<file path="config.mk">
export PLATFORM = sky130hd
export DESIGN_NAME = spaced_daily_event_scheduler_unit
export DESIGN_NICKNAME = d
export VERILOG_FILES = /design/src/sv/sdes_pkg.sv /design/src/sv/sdes_ctrl.sv /design/src/sv/sdes_dp.sv /design/src/sv/spaced_daily_event_scheduler_unit.sv
export SDC_FILE = /design/constraint.sdc
export NUM_CORES = 1
export LEC_CHECK = 0
export CORE_ASPECT_RATIO = 1.5
export CORE_UTILIZATION = 55
export DETAILED_ROUTE_END_ITERATION = 10
export DONT_BUFFER_PORTS = 1
export PLACE_DENSITY = 0.82
export SYNTH_ARGS = -nofsm -noshare
export SYNTH_HDL_FRONTEND = slang
export SYNTH_SLANG_ARGS = --single-unit
</file>
<file path="constraint.sdc">
create_clock -name clk -period 10.4 [get_ports clk]
set_input_delay 1.56 -clock clk [delete_from_list [all_inputs] [get_ports clk]]
set_output_delay 1.56 -clock clk [all_outputs]
set_load 0.02 [all_outputs]
</file>
<file path="src/sv/sdes_pkg.sv">
`default_nettype none
package sdes_pkg;

	localparam int unsigned MinuteW = 11;
	localparam int unsigned DayW = 20;
	localparam int unsigned HalfHourW = 6;
	localparam int unsigned CountW = 7;
	localparam int unsigned CfgIndexW = 2;
	localparam int unsigned CfgDataW = 7;
	localparam int unsigned ProdW = 18;
	localparam int unsigned StepCntW = 5;
	localparam logic [StepCntW-1:0] LastStep = StepCntW'(ProdW - 1);

	localparam logic [CfgIndexW-1:0] REG_START = 2'd0;
	localparam logic [CfgIndexW-1:0] REG_END = 2'd1;
	localparam logic [CfgIndexW-1:0] REG_COUNT = 2'd2;

	localparam logic [HalfHourW-1:0] StartReset = 6'd16;
	localparam logic [HalfHourW-1:0] EndReset = 6'd38;
	localparam logic [CountW-1:0] CountReset = 7'd2;

	typedef enum logic [2:0] {
		ST_IDLE,
		ST_SETUP,
		ST_PREP,
		ST_DIV,
		ST_FINISH
	} state_t;

	typedef struct packed {
		logic load;
		logic setup;
		logic prep;
		logic div_step;
		logic finish;
	} ctrl_t;

	typedef struct packed {
		logic div_last;
		logic out_free;
	} stat_t;

	function automatic logic [MinuteW-1:0] half_hours_to_min(input logic [HalfHourW-1:0] hh);
		logic [MinuteW-1:0] x;
		x = MinuteW'(hh);
		return (x << 5) - (x << 1);
	endfunction

endpackage
`default_nettype wire

</file>
<file path="src/sv/sdes_ctrl.sv">
`default_nettype none
module sdes_ctrl (
	input  wire logic           clk,
	input  wire logic           arst_n,
	input  wire logic           in_valid,
	output logic                in_ready,
	input  wire sdes_pkg::stat_t stat,
	output sdes_pkg::ctrl_t     cmd
);

	sdes_pkg::state_t state_q;
	sdes_pkg::state_t state_d;

	always_ff @(posedge clk or negedge arst_n) begin
		if (!arst_n) begin
			state_q <= sdes_pkg::ST_IDLE;
		end else begin
			state_q <= state_d;
		end
	end

	always_comb begin
		state_d = state_q;
		cmd = '0;
		in_ready = 1'b0;
		unique case (state_q)
			sdes_pkg::ST_IDLE: begin
				in_ready = 1'b1;
				if (in_valid) begin
					cmd.load = 1'b1;
					state_d = sdes_pkg::ST_SETUP;
				end
			end
			sdes_pkg::ST_SETUP: begin
				cmd.setup = 1'b1;
				state_d = sdes_pkg::ST_PREP;
			end
			sdes_pkg::ST_PREP: begin
				cmd.prep = 1'b1;
				state_d = sdes_pkg::ST_DIV;
			end
			sdes_pkg::ST_DIV: begin
				cmd.div_step = 1'b1;
				if (stat.div_last) begin
					state_d = sdes_pkg::ST_FINISH;
				end
			end
			sdes_pkg::ST_FINISH: begin
				if (stat.out_free) begin
					cmd.finish = 1'b1;
					state_d = sdes_pkg::ST_IDLE;
				end
			end
			default: begin
				state_d = sdes_pkg::ST_IDLE;
			end
		endcase
	end

endmodule
`default_nettype wire

</file>
<file path="src/sv/sdes_dp.sv">
`default_nettype none
module sdes_dp (
	input  wire logic                                clk,
	input  wire logic                                arst_n,
	input  wire sdes_pkg::ctrl_t                     cmd,
	output sdes_pkg::stat_t                          stat,
	input  wire logic                                cfg_we,
	input  wire logic [sdes_pkg::CfgIndexW-1:0]      cfg_index,
	input  wire logic [sdes_pkg::CfgDataW-1:0]       cfg_data,
	input  wire logic [sdes_pkg::MinuteW-1:0]        minute_of_day,
	input  wire logic [sdes_pkg::DayW-1:0]           day_number,
	output logic                                     out_valid,
	input  wire logic                                out_ready,
	output logic                                     fire_now
);

	logic [sdes_pkg::HalfHourW-1:0] start_q;
	logic [sdes_pkg::HalfHourW-1:0] end_q;
	logic [sdes_pkg::CountW-1:0]    count_q;
	logic [sdes_pkg::MinuteW-1:0]   last_min_q;
	logic [sdes_pkg::DayW-1:0]      last_day_q;
	logic [sdes_pkg::MinuteW-1:0]   cur_q;
	logic [sdes_pkg::DayW-1:0]      day_q;
	logic [sdes_pkg::MinuteW-1:0]   m_q;
	logic [sdes_pkg::MinuteW-1:0]   e_q;
	logic [sdes_pkg::MinuteW-1:0]   d_q;
	logic [sdes_pkg::ProdW-1:0]     a_q;
	logic [sdes_pkg::MinuteW-1:0]   rem_q;
	logic [sdes_pkg::StepCntW-1:0]  step_q;
	logic                           spec_q;
	logic                           spec_val_q;
	logic                           out_valid_q;
	logic                           fire_q;

	logic [sdes_pkg::CountW-1:0]    nm1;
	logic [sdes_pkg::MinuteW-1:0]   d_d;
	logic                           out_win;
	logic                           n_zero;
	logic                           n_single;
	logic [sdes_pkg::MinuteW:0]     trial;
	logic [sdes_pkg::MinuteW:0]     d_ext;
	logic [sdes_pkg::MinuteW-1:0]   back;
	logic [sdes_pkg::MinuteW-1:0]   slot_gap;
	logic                           near;
	logic                           repeat_hit;
	logic                           fire_d;

	assign nm1 = count_q - sdes_pkg::CountW'(1);
	assign d_d = e_q - m_q;
	assign out_win = (cur_q < m_q) || (cur_q > e_q);
	assign n_zero = (count_q == '0);
	assign n_single = (count_q == sdes_pkg::CountW'(1)) || (d_d == '0);
	assign trial = {rem_q, a_q[sdes_pkg::ProdW-1]};
	assign d_ext = {1'b0, d_q};
	assign back = d_q - rem_q;
	assign slot_gap = (back < rem_q) ? back : rem_q;
	assign near = spec_q ? spec_val_q
		: ({1'b0, slot_gap} << 1) <= (sdes_pkg::MinuteW+1)'(nm1);
	assign repeat_hit = (last_min_q == cur_q) && (last_day_q == day_q);
	assign fire_d = near && !repeat_hit;

	assign stat.div_last = (step_q == sdes_pkg::LastStep);
	assign stat.out_free = !out_valid_q || out_ready;
	assign out_valid = out_valid_q;
	assign fire_now = fire_q;

	always_ff @(posedge clk or negedge arst_n) begin
		if (!arst_n) begin
			start_q <= sdes_pkg::StartReset;
			end_q <= sdes_pkg::EndReset;
			count_q <= sdes_pkg::CountReset;
		end else if (cfg_we) begin
			priority case (cfg_index)
				sdes_pkg::REG_START: start_q <= cfg_data[sdes_pkg::HalfHourW-1:0];
				sdes_pkg::REG_END:   end_q <= cfg_data[sdes_pkg::HalfHourW-1:0];
				sdes_pkg::REG_COUNT: count_q <= cfg_data;
				default: ;
			endcase
		end
	end

	always_ff @(posedge clk or negedge arst_n) begin
		if (!arst_n) begin
			last_min_q <= '1;
			last_day_q <= '1;
			out_valid_q <= 1'b0;
		end else if (cmd.finish) begin
			out_valid_q <= 1'b1;
			if (fire_d) begin
				last_min_q <= cur_q;
				last_day_q <= day_q;
			end
		end else if (out_ready) begin
			out_valid_q <= 1'b0;
		end
	end

	always_ff @(posedge clk) begin
		if (cmd.load) begin
			cur_q <= minute_of_day;
			day_q <= day_number;
		end
		if (cmd.setup) begin
			m_q <= sdes_pkg::half_hours_to_min(start_q);
			e_q <= sdes_pkg::half_hours_to_min(end_q);
		end
		if (cmd.prep) begin
			d_q <= d_d;
			a_q <= sdes_pkg::ProdW'(cur_q - m_q) * sdes_pkg::ProdW'(nm1);
			rem_q <= '0;
			step_q <= '0;
			spec_q <= n_zero || out_win || n_single;
			spec_val_q <= !n_zero && !out_win && (cur_q == m_q);
		end
		if (cmd.div_step) begin
			if (trial >= d_ext) begin
				rem_q <= sdes_pkg::MinuteW'(trial - d_ext);
			end else begin
				rem_q <= trial[sdes_pkg::MinuteW-1:0];
			end
			a_q <= a_q << 1;
			step_q <= step_q + sdes_pkg::StepCntW'(1);
		end
		if (cmd.finish) begin
			fire_q <= fire_d;
		end
	end

	a_rem_below_divisor: assert property (@(posedge clk) disable iff (!arst_n)
		cmd.div_step && (d_q != '0) && (rem_q < d_q) |=> (rem_q < d_q))
		else $error("remainder reached divisor");

	a_fire_latches_time: assert property (@(posedge clk) disable iff (!arst_n)
		cmd.finish && fire_d |=> (last_min_q == $past(cur_q)) && (last_day_q == $past(day_q)))
		else $error("firing not recorded");

	a_result_matches: assert property (@(posedge clk) disable iff (!arst_n)
		cmd.finish |=> out_valid_q && (fire_q == $past(fire_d)))
		else $error("result word not presented");

	a_repeat_silent: assert property (@(posedge clk) disable iff (!arst_n)
		cmd.finish && repeat_hit |=> !fire_q && $stable(last_min_q) && $stable(last_day_q))
		else $error("repeat firing");

endmodule
`default_nettype wire

</file>
<file path="src/sv/spaced_daily_event_scheduler_unit.sv">
// Steps from input word accept to output word valid: setup, product,
// 18 restoring remainder steps, finish (finish waits while the output is held).
// A new input word is taken only when idle, once the bit-serial remainder unit
// and finish are done; it may be taken while the previous output word waits.
// Reset: async active low; registers return to 16/38/2, last firing to all ones.
`default_nettype none
module spaced_daily_event_scheduler_unit (
	input  wire logic                              clk,
	input  wire logic                              arst_n,
	input  wire logic                              cfg_we,
	input  wire logic [sdes_pkg::CfgIndexW-1:0]    cfg_index,
	input  wire logic [sdes_pkg::CfgDataW-1:0]     cfg_data,
	input  wire logic                              in_valid,
	output logic                                   in_ready,
	input  wire logic [sdes_pkg::MinuteW-1:0]      minute_of_day,
	input  wire logic [sdes_pkg::DayW-1:0]         day_number,
	output logic                                   out_valid,
	input  wire logic                              out_ready,
	output logic                                   fire_now
);

	sdes_pkg::ctrl_t cmd;
	sdes_pkg::stat_t stat;

	sdes_ctrl u_ctrl (
		.clk      (clk),
		.arst_n   (arst_n),
		.in_valid (in_valid),
		.in_ready (in_ready),
		.stat     (stat),
		.cmd      (cmd)
	);

	sdes_dp u_dp (
		.clk           (clk),
		.arst_n        (arst_n),
		.cmd           (cmd),
		.stat          (stat),
		.cfg_we        (cfg_we),
		.cfg_index     (cfg_index),
		.cfg_data      (cfg_data),
		.minute_of_day (minute_of_day),
		.day_number    (day_number),
		.out_valid     (out_valid),
		.out_ready     (out_ready),
		.fire_now      (fire_now)
	);

endmodule
`default_nettype wire

</file>
-- After elaboration in Yosys (flattened, before gate mapping)
Index checks and enable logic that the tools add are counted.
- register bits after elaboration: 155
- bits in latches: 0
- memory bits (writable): 0
- ROM bits: 0
- bits of input ports: 45
- output and inout bits: 3
- logic and storage cells: 94
- memories kept: 0
- $add $sub $neg: 8
- multiply operators: 1
- div/mod/pow operators: 0
- $lt $le $gt $ge: 5
- equal/unequal tests: 14
- shift operators: 0
- muxes and demuxes: 23
- bitwise operators: 0
- reductions and logical operators: 24
- operators with widths (cell ; count):
    $mux 11 ; 4
    $mux 18 ; 2
    $sub 11x11->11 ; 3
    $eq 11x11->1 ; 2
    $lt 11x11->1 ; 2
    $sub 11x7->11 ; 2
    $eq 20x20->1 ; 1
    $mul 18x7->18 ; 1
    $pmux 3 s5 ; 1
    $ge 12x11->1 ; 1
    $le 12x7->1 ; 1
    $sub 11x11->12 ; 1
    $gt 11x11->1 ; 1
    $logic_not 11->1 ; 1
    $mux 1 ; 11
    $mux 5 ; 2
    $mux 3 ; 3
    $reduce_and 2->1 ; 4
    $eq 7x1->1 const B ; 1
    $logic_not 7->1 ; 1
    $sub 7x1->7 const B ; 1
    $eq 3x2->1 const B ; 2
    $ne 2x2->1 const B ; 3
    $add 5x1->5 const B ; 1
    12 further kinds ; 23

-- Longest topological paths before layout
Gate-level depths: netlist (run 1).
- depth in word-level cells: 7
- depth in mapped cells: 26
- depth with buffers taken out: 26

-- Cells and area by module
A second synthesis (run 1) with hierarchy kept.
- cell total of the unflattened synthesis: 1140
- area total of the unflattened synthesis: 12005.3 µm²
- modules (own cells, without submodules) (module ; instances ; cells an instance ; area an instance (µm²) ; sequential area each (µm²)):
    sdes_dp ; 1 ; 1120 ; 11835.1 ; 4254.1
    sdes_ctrl ; 1 ; 20 ; 170.2 ; 75.1

-- Least setup slack after synthesis (run 1)
No wires, ideal clock.
- path type: flip-flop to flip-flop
- from: register u_dp.m_q[2] in the netlist's numbering
- to: register u_dp.a_q[16] in the netlist's numbering, data pin
- library setup time: 257 ps
- arrival time: 5628 ps
- required time: 10143 ps
- path slack: 4515 ps
- stages on the path, launching flop included: 25
- buffers on the path: 0
- period minus slack after synthesis: 5885 ps
- cells stage by stage: edfxtp_1 -> inv_1 -> ha_1 -> nor2b_1 -> o21ai_0 -> a21o_1 -> nand3_1 -> a31o_2 -> a21oi_1 -> xor2_1 -> or2_2 -> fa_1 -> inv_1 -> fa_1 -> fa_1 -> inv_1 -> fa_1 -> inv_1 -> ha_1 -> a21oi_1 -> o21ai_0 -> o211ai_1 -> a21boi_0 -> or3_1 -> a32o_1
- cells in the longest elaborated chain, start to end: 4
- RTL lines (what ; RTL line ; source):
    start: declaration ; sdes_dp.sv:24 ; logic [sdes_pkg::MinuteW-1:0] m_q;
    start signal: assignment ; sdes_dp.sv:104 ; m_q <= sdes_pkg::half_hours_to_min(start_q);
    $sub 11x11->12 ; sdes_dp.sv:109 ; a_q <= sdes_pkg::ProdW'(cur_q - m_q) * sdes_pkg::ProdW'(nm1);
    $mul 18x7->18 ; sdes_dp.sv:109 ;
    $mux 18 ; sdes_dp.sv:107 ; if (cmd.prep) begin
    $mux 18 ; sdes_dp.sv:115 ; if (cmd.div_step) begin
    end signal: assignment ; sdes_dp.sv:109 ;
    end signal: assignment ; sdes_dp.sv:121 ; a_q <= a_q << 1;
    end: declaration ; sdes_dp.sv:27 ; logic [sdes_pkg::ProdW-1:0] a_q;
Every way passes these cells. The select of a mux whose other input is x is not followed.
A chain may end at the register's enable or synchronous reset.

-- Worst setup path in the final report (run 1)
- from: register u_dp.count_q[0] in the netlist's numbering
- to: register u_dp.a_q[16] in the netlist's numbering, data pin
- cells in the longest elaborated chain, start to end: 4
- RTL lines (what ; RTL line ; source):
    start: declaration ; sdes_dp.sv:19 ; logic [sdes_pkg::CountW-1:0] count_q;
    start signal: assignment ; sdes_dp.sv:71 ; count_q <= sdes_pkg::CountReset;
    start signal: assignment ; sdes_dp.sv:76 ; sdes_pkg::REG_COUNT: count_q <= cfg_data;
    $sub 7x1->7 ; sdes_dp.sv:48 ; assign nm1 = count_q - sdes_pkg::CountW'(1);
    $mul 18x7->18 ; sdes_dp.sv:109 ;
    $mux 18 ; sdes_dp.sv:107 ;
    $mux 18 ; sdes_dp.sv:115 ;
Every way passes these cells. The select of a mux whose other input is x is not followed.

==> results.md, run 1 <==
* Final Routed Wirelength at 24100 um
* Cell area after layout at 12600 sq um
* Number of standard cells after synthesis at 1103
* Aggregate global routing overflow at 0
* First-pass GRT wire length at 40400 um
* Number of design-rule violations left by the first detailed-router iteration at 507
* Slew at the pin closest to its max-slew limit at 1.29 ns
* Tightest slew margin relative to the limit at 13.2%
* Net count after synthesis at 1308
* Post-route antenna net violation count at 0
* Max-slew violation count at 0
* Maximum number of pins on one net before global-route repair at 55
* Path category of the worst min-delay check: reg -> reg
* Register area share after synthesis at 37.0%
* Crit-path leading delay family: adder cells
* Via Count at 8029
* Number of input and output port buffers inserted at 0
* Post-detail-place hpwl at 18500 um
* Nature of the critical path startpoint: register
* First-pass DRT Iterations at 7
* Buf+Inv Stages, Crit Path at 4
* Data arrival, critical path at 7.03 ns
* Critical Path Fanout Max at 13
* Worst path required time at 10.58 ns
* Mean instance size in the synthesized netlist at 10.6 sq um
* TritonCTS clock tree: built
* Buffer levels on the longest clock path at 2
* # Max-Cap Violations at 0
* CP Cell Sequence: inv_1 -> ha_1 -> inv_1 -> nor2_1 -> xnor2_1 -> nor2_1 -> fa_1 -> fa_1 -> fa_1 -> inv_1 -> fa_1 -> inv_1 -> ha_1 -> o21ai_0 -> and2_1 -> a211oi_1 -> o211ai_1 -> a21boi_0 -> or3_1 -> a32o_1
* Area delta synth->final at 7.46%
* Critical-path cell with the highest stage delay: sky130_fd_sc_hd__xnor2_1
* Htree depth at 4
* Number of enable-type register cells in the synthesized netlist at 97
* Number of failing hold endpoints at the final stage at 0
* Number of primary I/O pins at 48
* Fin Setup TNS at 0 ns
* Critical path type: reg -> reg
* Hold-fix buffers at CTS at 0
* CP peak stage delay at 0.95 ns
* Run status: completed
* Via count normalized by instance count at 5.78
* Number of clock sinks seen by CTS at 152
* Number of antenna violations at the first check in global routing at 2
* Placeable core region at 20900 sq um
* Post-synthesis async set-or-reset flop share at 35.5%
* Yosys reg bits at 152
* Tot GR Track Use at 23.6%
* Post-CTS Setup Repair Bufs at 0
* Die extent in y at 181 um
* Endpoint type of the worst setup path: register
* Root cell of the clock tree: sky130_fd_sc_hd__clkbuf_16
* Commonest non-fill, non-tap cell in the layout: sky130_fd_sc_hd__inv_1
* Clock latency at the later pin of the worst-skew pair at 0.43 ns
* Maximum clock rate at 146 MHz
* Worst Reg-to-Reg Cells at 20
* Clock tree skew after final layout at 0.0153 ns
* Setup repair after global routing missed its margin: no
* Num CTS Buffers at 17
* Hold slack at 0.453 ns
* Vias in the first global route at 8531
* Combined area of all synthesized cells at 11700 sq um
* Post-detailed-route DRC marker count at 0
* Worst-path clk slew at 0.06 ns
* Final GP Congestion at 0.915
* Setup-failing EPs final at 0
* Hold path depth at 2
* Share of the clock period used by the worst path after layout at 65.8%
* Nets@finish at 1313
* Yosys warning total at 0
* Commonest non-fill, non-tap cells in the layout: sky130_fd_sc_hd__inv_1 (140), sky130_fd_sc_hd__nor2_1 (99), sky130_fd_sc_hd__edfxtp_1 (97)
* Primary FF master, synth: sky130_fd_sc_hd__edfxtp_1
* Overall die width at 121 um
* Wirelength per Cell at 17.4 um
* Number of gates on the worst path with buffers counted at 20
* Placement row count at 65
* Final Critical Period at 6.85 ns
* Synth cell types at 64
* Share of layout cells above drive strength 1 at 12.4%
* Post-CTS sizing at 0
* Effective utilization at floorplan at 55.9%
* Area enclosed by the die boundary at 21900 sq um
* Area of placed instances at 12000 sq um
==> logic make-up (layout without fill, tap and decap cells) <==
kind of cell,after synthesis,after routing,synth area share (%)
AND/OR/NAND/NOR,306,306,13.1
AO/OA/AOI/OAI,165,165,9.38
buffers and inverters,164,182,5.46
adder cells (fa/ha/maj),160,160,21.2
flip-flops,152,152,37.0
XOR/XNOR,105,105,7.99
multiplexers,51,51,5.82
other,0,1,0
==> flip-flops by register name, summed over array words and instances (netlist names), 7 cells and up <==
signal / count
u_dp.rem_q: 11
u_dp.last_day_q: 20
u_dp.day_q: 20
u_dp.m_q: 10
u_dp.a_q: 18
u_dp.e_q: 10
u_dp.count_q: 7
u_dp.cur_q: 11
u_dp.last_min_q: 11
u_dp.d_q: 10
==> final cells by class <==
| class | instances | area [sq um] |
|---|---|---|
| Antenna cell | 1 | 2.50 |
| Fill cell | 1572 | 8340 |
| Tap cell | 268 | 335 |
| Sequential cell | 152 | 4330 |
| Timing Repair Buffer | 9 | 67.6 |
| Multi-Input combinational cell | 787 | 6730 |
| Clock inverter | 11 | 110 |
| Clock buffer | 21 | 460 |
| Inverter | 141 | 529 |
==> per-stage QoR <==
stage / cells / setup slack, ns / utilization [%]
finish: 1390 / 3.55 / 60.1
global route: 1390 / 3.18 / 60.1
CTS: 1389 / 3.69 / 60.1
detailed placement: 1357 / 3.72 / 57.4
global placement: 1357 / 3.84 / 57.4
floorplan: 1103 / 4.51 / -
==> cells in the mapped netlist, types with 4 or more instances <==
master                     instances  area share (%)
sky130_fd_sc_hd__nand2_1          48             1.5
sky130_fd_sc_hd__a31oi_1           4            0.21
sky130_fd_sc_hd__dfrtp_1          18             3.9
sky130_fd_sc_hd__fa_1             64              11
sky130_fd_sc_hd__a211oi_1          6            0.39
sky130_fd_sc_hd__nor4_1           12            0.64
sky130_fd_sc_hd__a21o_1           13            0.83
sky130_fd_sc_hd__xnor2_1          70             5.2
sky130_fd_sc_hd__clkbuf_1         17            0.55
sky130_fd_sc_hd__a22o_1            4            0.30
sky130_fd_sc_hd__nor2b_1          19             1.0
sky130_fd_sc_hd__o21ai_0          37             1.6
sky130_fd_sc_hd__a21oi_1          41             1.8
sky130_fd_sc_hd__or3_1             5            0.27
sky130_fd_sc_hd__edfxtp_1         97              25
sky130_fd_sc_hd__nand4_1          16            0.86
sky130_fd_sc_hd__or2_2             9            0.48
sky130_fd_sc_hd__mux2_4           30             3.9
sky130_fd_sc_hd__nand3_1          21            0.90
sky130_fd_sc_hd__a21boi_0          4            0.26
sky130_fd_sc_hd__xor2_1           34             2.5
sky130_fd_sc_hd__or4_1             6            0.39
sky130_fd_sc_hd__and3_1            6            0.32
sky130_fd_sc_hd__inv_1           140             4.5
sky130_fd_sc_hd__nand2b_1         24             1.3
sky130_fd_sc_hd__nor2_1           99             3.2
sky130_fd_sc_hd__and2_1            4            0.21
sky130_fd_sc_hd__ha_1             96              10
sky130_fd_sc_hd__o31ai_1          11            0.71
sky130_fd_sc_hd__mux2_2           16             1.5
sky130_fd_sc_hd__mux2i_1           5            0.43
sky130_fd_sc_hd__dfstp_2          36             8.1
sky130_fd_sc_hd__nor3_1           27             1.2
sky130_fd_sc_hd__o21a_1           14            0.90
==> tightest hold or removal path, stage by stage (launching register included) <==
cell	delay, ns
sky130_fd_sc_hd__dfxtp_1	0.32
sky130_fd_sc_hd__nand2_1	0.05
sky130_fd_sc_hd__o41ai_1	0.05
==> metal layers <==
layer  part of all wire, %  global-route usage [%]  up-vias
li1                      -                       -     3814
met1                    38                    25.3     3935
met2                    55                    43.6      201
met3                   3.2                    3.99       77
met4                   4.1                    12.2        2
met5                 0.050                       0        -
==> path summary, 6_finish.rpt <==
kind,end,slack (ns),startpoint
min in group asynchronous,u_dp.out_valid$_DFFE_PN0P_,0.82,arst_n
max in group asynchronous,u_dp.count_q[1]$_DFFE_PN1P_,9.36,arst_n
setup / recovery,u_dp.a_q[16]$_DFFE_PP_,3.55,u_dp.count_q[0]$_DFFE_PN0P_
hold reg to reg,u_dp.a_q[0]$_SDFFE_PP0P_,0.45,u_dp.a_q[0]$_SDFFE_PP0P_
hold / removal,u_dp.a_q[0]$_SDFFE_PP0P_,0.45,u_dp.a_q[0]$_SDFFE_PP0P_
setup reg to reg,u_dp.a_q[16]$_DFFE_PP_,3.55,u_dp.count_q[0]$_DFFE_PN0P_
Power of run 1 is not shown: default switching activity piles up to over one toggle a cycle in this logic, so the estimate is an artifact.
==> inputs of run 2 (changes only) <==
==> constraint.sdc (replaced) <==
create_clock -name clk -period 6.89 [get_ports clk]
set_input_delay 1.0335 -clock clk [delete_from_list [all_inputs] [get_ports clk]]
set_output_delay 1.0335 -clock clk [all_outputs]
set_load 0.02 [all_outputs]
==> run 2 against run 1 <==
Effect of this change:
- via count rose by 1.5%
- sequential cell count unchanged
- cell count up 0.29%
- clock-buffer cell count shrank 4
- critical endpoint unchanged
- highest routed layer is now met4
- clock skew increased by 0.0038 ns
- fmax grew 5.0%
- die area unchanged
==> results.md, run 2 (synthesis results as in run 1) <==
* Sequential Area at 4330 sq um
* Maximum clock rate at 153 MHz
* Root cell of the clock tree: sky130_fd_sc_hd__clkbuf_16
* Endpoint type of the worst setup path: register
* Crit-path leading delay family: adder cells
* Number of primary I/O pins at 48
* Slew at the pin closest to its max-slew limit at 1.01 ns
* Biggest regs: u_dp.day_q (20), u_dp.last_day_q (20), u_dp.a_q (18)
* Vias in the first global route at 8565
* Clock latency at the later pin of the worst-skew pair at 0.44 ns
* Number of clock sinks seen by CTS at 152
* Post-CTS Setup Repair Bufs at 0
* Placement row count at 65
* Htree depth at 4
* Most numerous cell on the critical path: sky130_fd_sc_hd__fa_1
* Fin Setup TNS at 0 ns
* Critical Path Fanout Max at 7
* # Max-Cap Violations at 0
* Register-to-register path setup slack at 0.37 ns
* Multi-input combinational cell area at 6730 sq um
* Post-detail-place hpwl at 18200 um
* Share of layout cells above drive strength 1 at 13.0%
* TritonCTS clock tree: built
* Hold-fix buffers at CTS at 0
* Final GP Congestion at 0.893
* Post-layout worst setup margin at 0.373 ns
* Hold slack at 0.282 ns
* Buffer levels on the longest clock path at 2
* Max-slew violation count at 0
* Effective utilization at floorplan at 55.9%
* Number of input and output port buffers inserted at 0
* Via Count at 8148
* Worst R2R Start: u_dp.cur_q[1]$_DFFE_PP_
* Setup-failing EPs final at 0
* Final Routed Wirelength at 23700 um
* Number of antenna violations at the first check in global routing at 0
* Critical-path cell with the highest stage delay: sky130_fd_sc_hd__fa_1
* Nature of the critical path startpoint: register
* Post-route antenna net violation count at 0
* Via count normalized by instance count at 5.85
* Tot GR Track Use at 23.2%
* Fill cell total of the finished layout at 1569
* Worst Reg-to-Reg Cells at 21
* Worst-path clk slew at 0.07 ns
* Aggregate global routing overflow at 0
* Post-CTS sizing at 0
* First-pass DRT Iterations at 5
* Data arrival, critical path at 6.70 ns
* Commonest non-fill, non-tap cell in the layout: sky130_fd_sc_hd__inv_1
* Finished Layout Cells at 1394
* Placeable core region at 20900 sq um
* Critical path type: reg -> reg
* Area enclosed by the die boundary at 21900 sq um
* Post-detailed-route DRC marker count at 0
* Pre-CTS worst setup slack at 0.443 ns
* Placed Instances at 1362
* Commonest non-fill, non-tap cells in the layout: sky130_fd_sc_hd__inv_1 (140), sky130_fd_sc_hd__nor2_1 (99), sky130_fd_sc_hd__edfxtp_1 (97)
* Tightest slew margin relative to the limit at 32.4%
* Overall die width at 121 um
* Buf+Inv Stages, Crit Path at 4
* CP Cell Sequence: inv_1 -> ha_1 -> inv_1 -> fa_1 -> a21oi_1 -> o2111ai_1 -> xnor2_1 -> nor2_1 -> fa_1 -> fa_1 -> fa_1 -> inv_1 -> fa_1 -> inv_1 -> ha_1 -> a21oi_1 -> o21ai_0 -> o211ai_1 -> a21boi_0 -> or3_1 -> a32o_1
* Number of design-rule violations left by the first detailed-router iteration at 455
* Clock tree skew after final layout at 0.0190 ns
* Antenna fix cells at 0
* Worst path required time at 7.08 ns
* Die extent in y at 181 um
* First-pass GRT wire length at 39700 um
* End of the worst register-to-register path: u_dp.a_q[16]$_DFFE_PP_
* Setup repair after global routing missed its margin: no
* Nets@finish at 1318
* Path category of the worst min-delay check: in -> async
* Wirelength per Cell at 17.0 um
* CP peak stage delay at 0.58 ns
* Number of failing hold endpoints at the final stage at 0
* Area delta synth->final at 8.12%
* Num CTS Buffers at 17
* Share of the clock period used by the worst path after layout at 94.6%
* Final Critical Period at 6.52 ns
* Maximum number of pins on one net before global-route repair at 55
* Run status: completed
-- run 2: changes by cell type in the layout (fill, tap and decap cells not counted), sizes merged --
cell	delta
diode	-1
inv	+2
buf	+5
clkbuf	-4
clkinvlp	-2
bufinv	-1
clkinv	+5
-- run 2: routing by layer --
metal | up-vias | share of wire [%] | global-route usage, % | wire length [um]
met5 | - | 0 | 0 | 0
met1 | 4027 | 38 | 25.2 | 9120
met4 | 0 | 5.3 | 14.4 | 1250
met2 | 207 | 54 | 41.8 | 12700
li1 | 3835 | - | - | -
met3 | 79 | 2.6 | 2.97 | 615
-- run 2: per-stage QoR --
stage / util, % / cell area [sq um]
floorplan: - / 11700
global placement: 57.5 / 12000
detailed placement: 57.5 / 12000
CTS: 60.5 / 12600
global route: 60.5 / 12600
finish: 60.5 / 12600
-- run 2: how the worst max path moves through the flow --
stage / from / to / cells past startpoint / slack, ns
CTS: u_dp.cur_q[1]$_DFFE_PP_ / u_dp.a_q[16]$_DFFE_PP_ / 21 / 0.44
floorplan: u_dp.m_q[2]$_DFFE_PP_ / u_dp.a_q[16]$_DFFE_PP_ / 24 / 1.00
global placement: u_dp.cur_q[1]$_DFFE_PP_ / u_dp.a_q[16]$_DFFE_PP_ / 21 / 0.69
global route: u_dp.cur_q[1]$_DFFE_PP_ / u_dp.a_q[16]$_DFFE_PP_ / 23 / 0.00004
finish: u_dp.cur_q[1]$_DFFE_PP_ / u_dp.a_q[16]$_DFFE_PP_ / 21 / 0.37
detailed placement: u_dp.cur_q[1]$_DFFE_PP_ / u_dp.a_q[16]$_DFFE_PP_ / 21 / 0.44
-- run 2: worst reg2reg max path, cell delays in order (launching register included) --
cell and delay [ns]:
sky130_fd_sc_hd__edfxtp_1 0.42, sky130_fd_sc_hd__inv_1 0.15, sky130_fd_sc_hd__ha_1 0.20, sky130_fd_sc_hd__inv_1 0.06
sky130_fd_sc_hd__fa_1 0.41, sky130_fd_sc_hd__a21oi_1 0.35, sky130_fd_sc_hd__o2111ai_1 0.21, sky130_fd_sc_hd__xnor2_1 0.55
sky130_fd_sc_hd__nor2_1 0.14, sky130_fd_sc_hd__fa_1 0.58, sky130_fd_sc_hd__fa_1 0.44, sky130_fd_sc_hd__fa_1 0.55
sky130_fd_sc_hd__inv_1 0.05, sky130_fd_sc_hd__fa_1 0.53, sky130_fd_sc_hd__inv_1 0.04, sky130_fd_sc_hd__ha_1 0.37
sky130_fd_sc_hd__a21oi_1 0.16, sky130_fd_sc_hd__o21ai_0 0.18, sky130_fd_sc_hd__o211ai_1 0.21, sky130_fd_sc_hd__a21boi_0 0.12
sky130_fd_sc_hd__or3_1 0.32, sky130_fd_sc_hd__a32o_1 0.25
-- run 2: final cells by class --
type	instances	share of cell area (%)
Inverter	141	4.19
Sequential cell	152	34.3
Timing Repair Buffer	14	0.832
Clock buffer	17	3.37
Clock inverter	15	1.48
Tap cell	268	2.65
Multi-Input combinational cell	787	53.2
Power of run 2 is left out for the same reason.
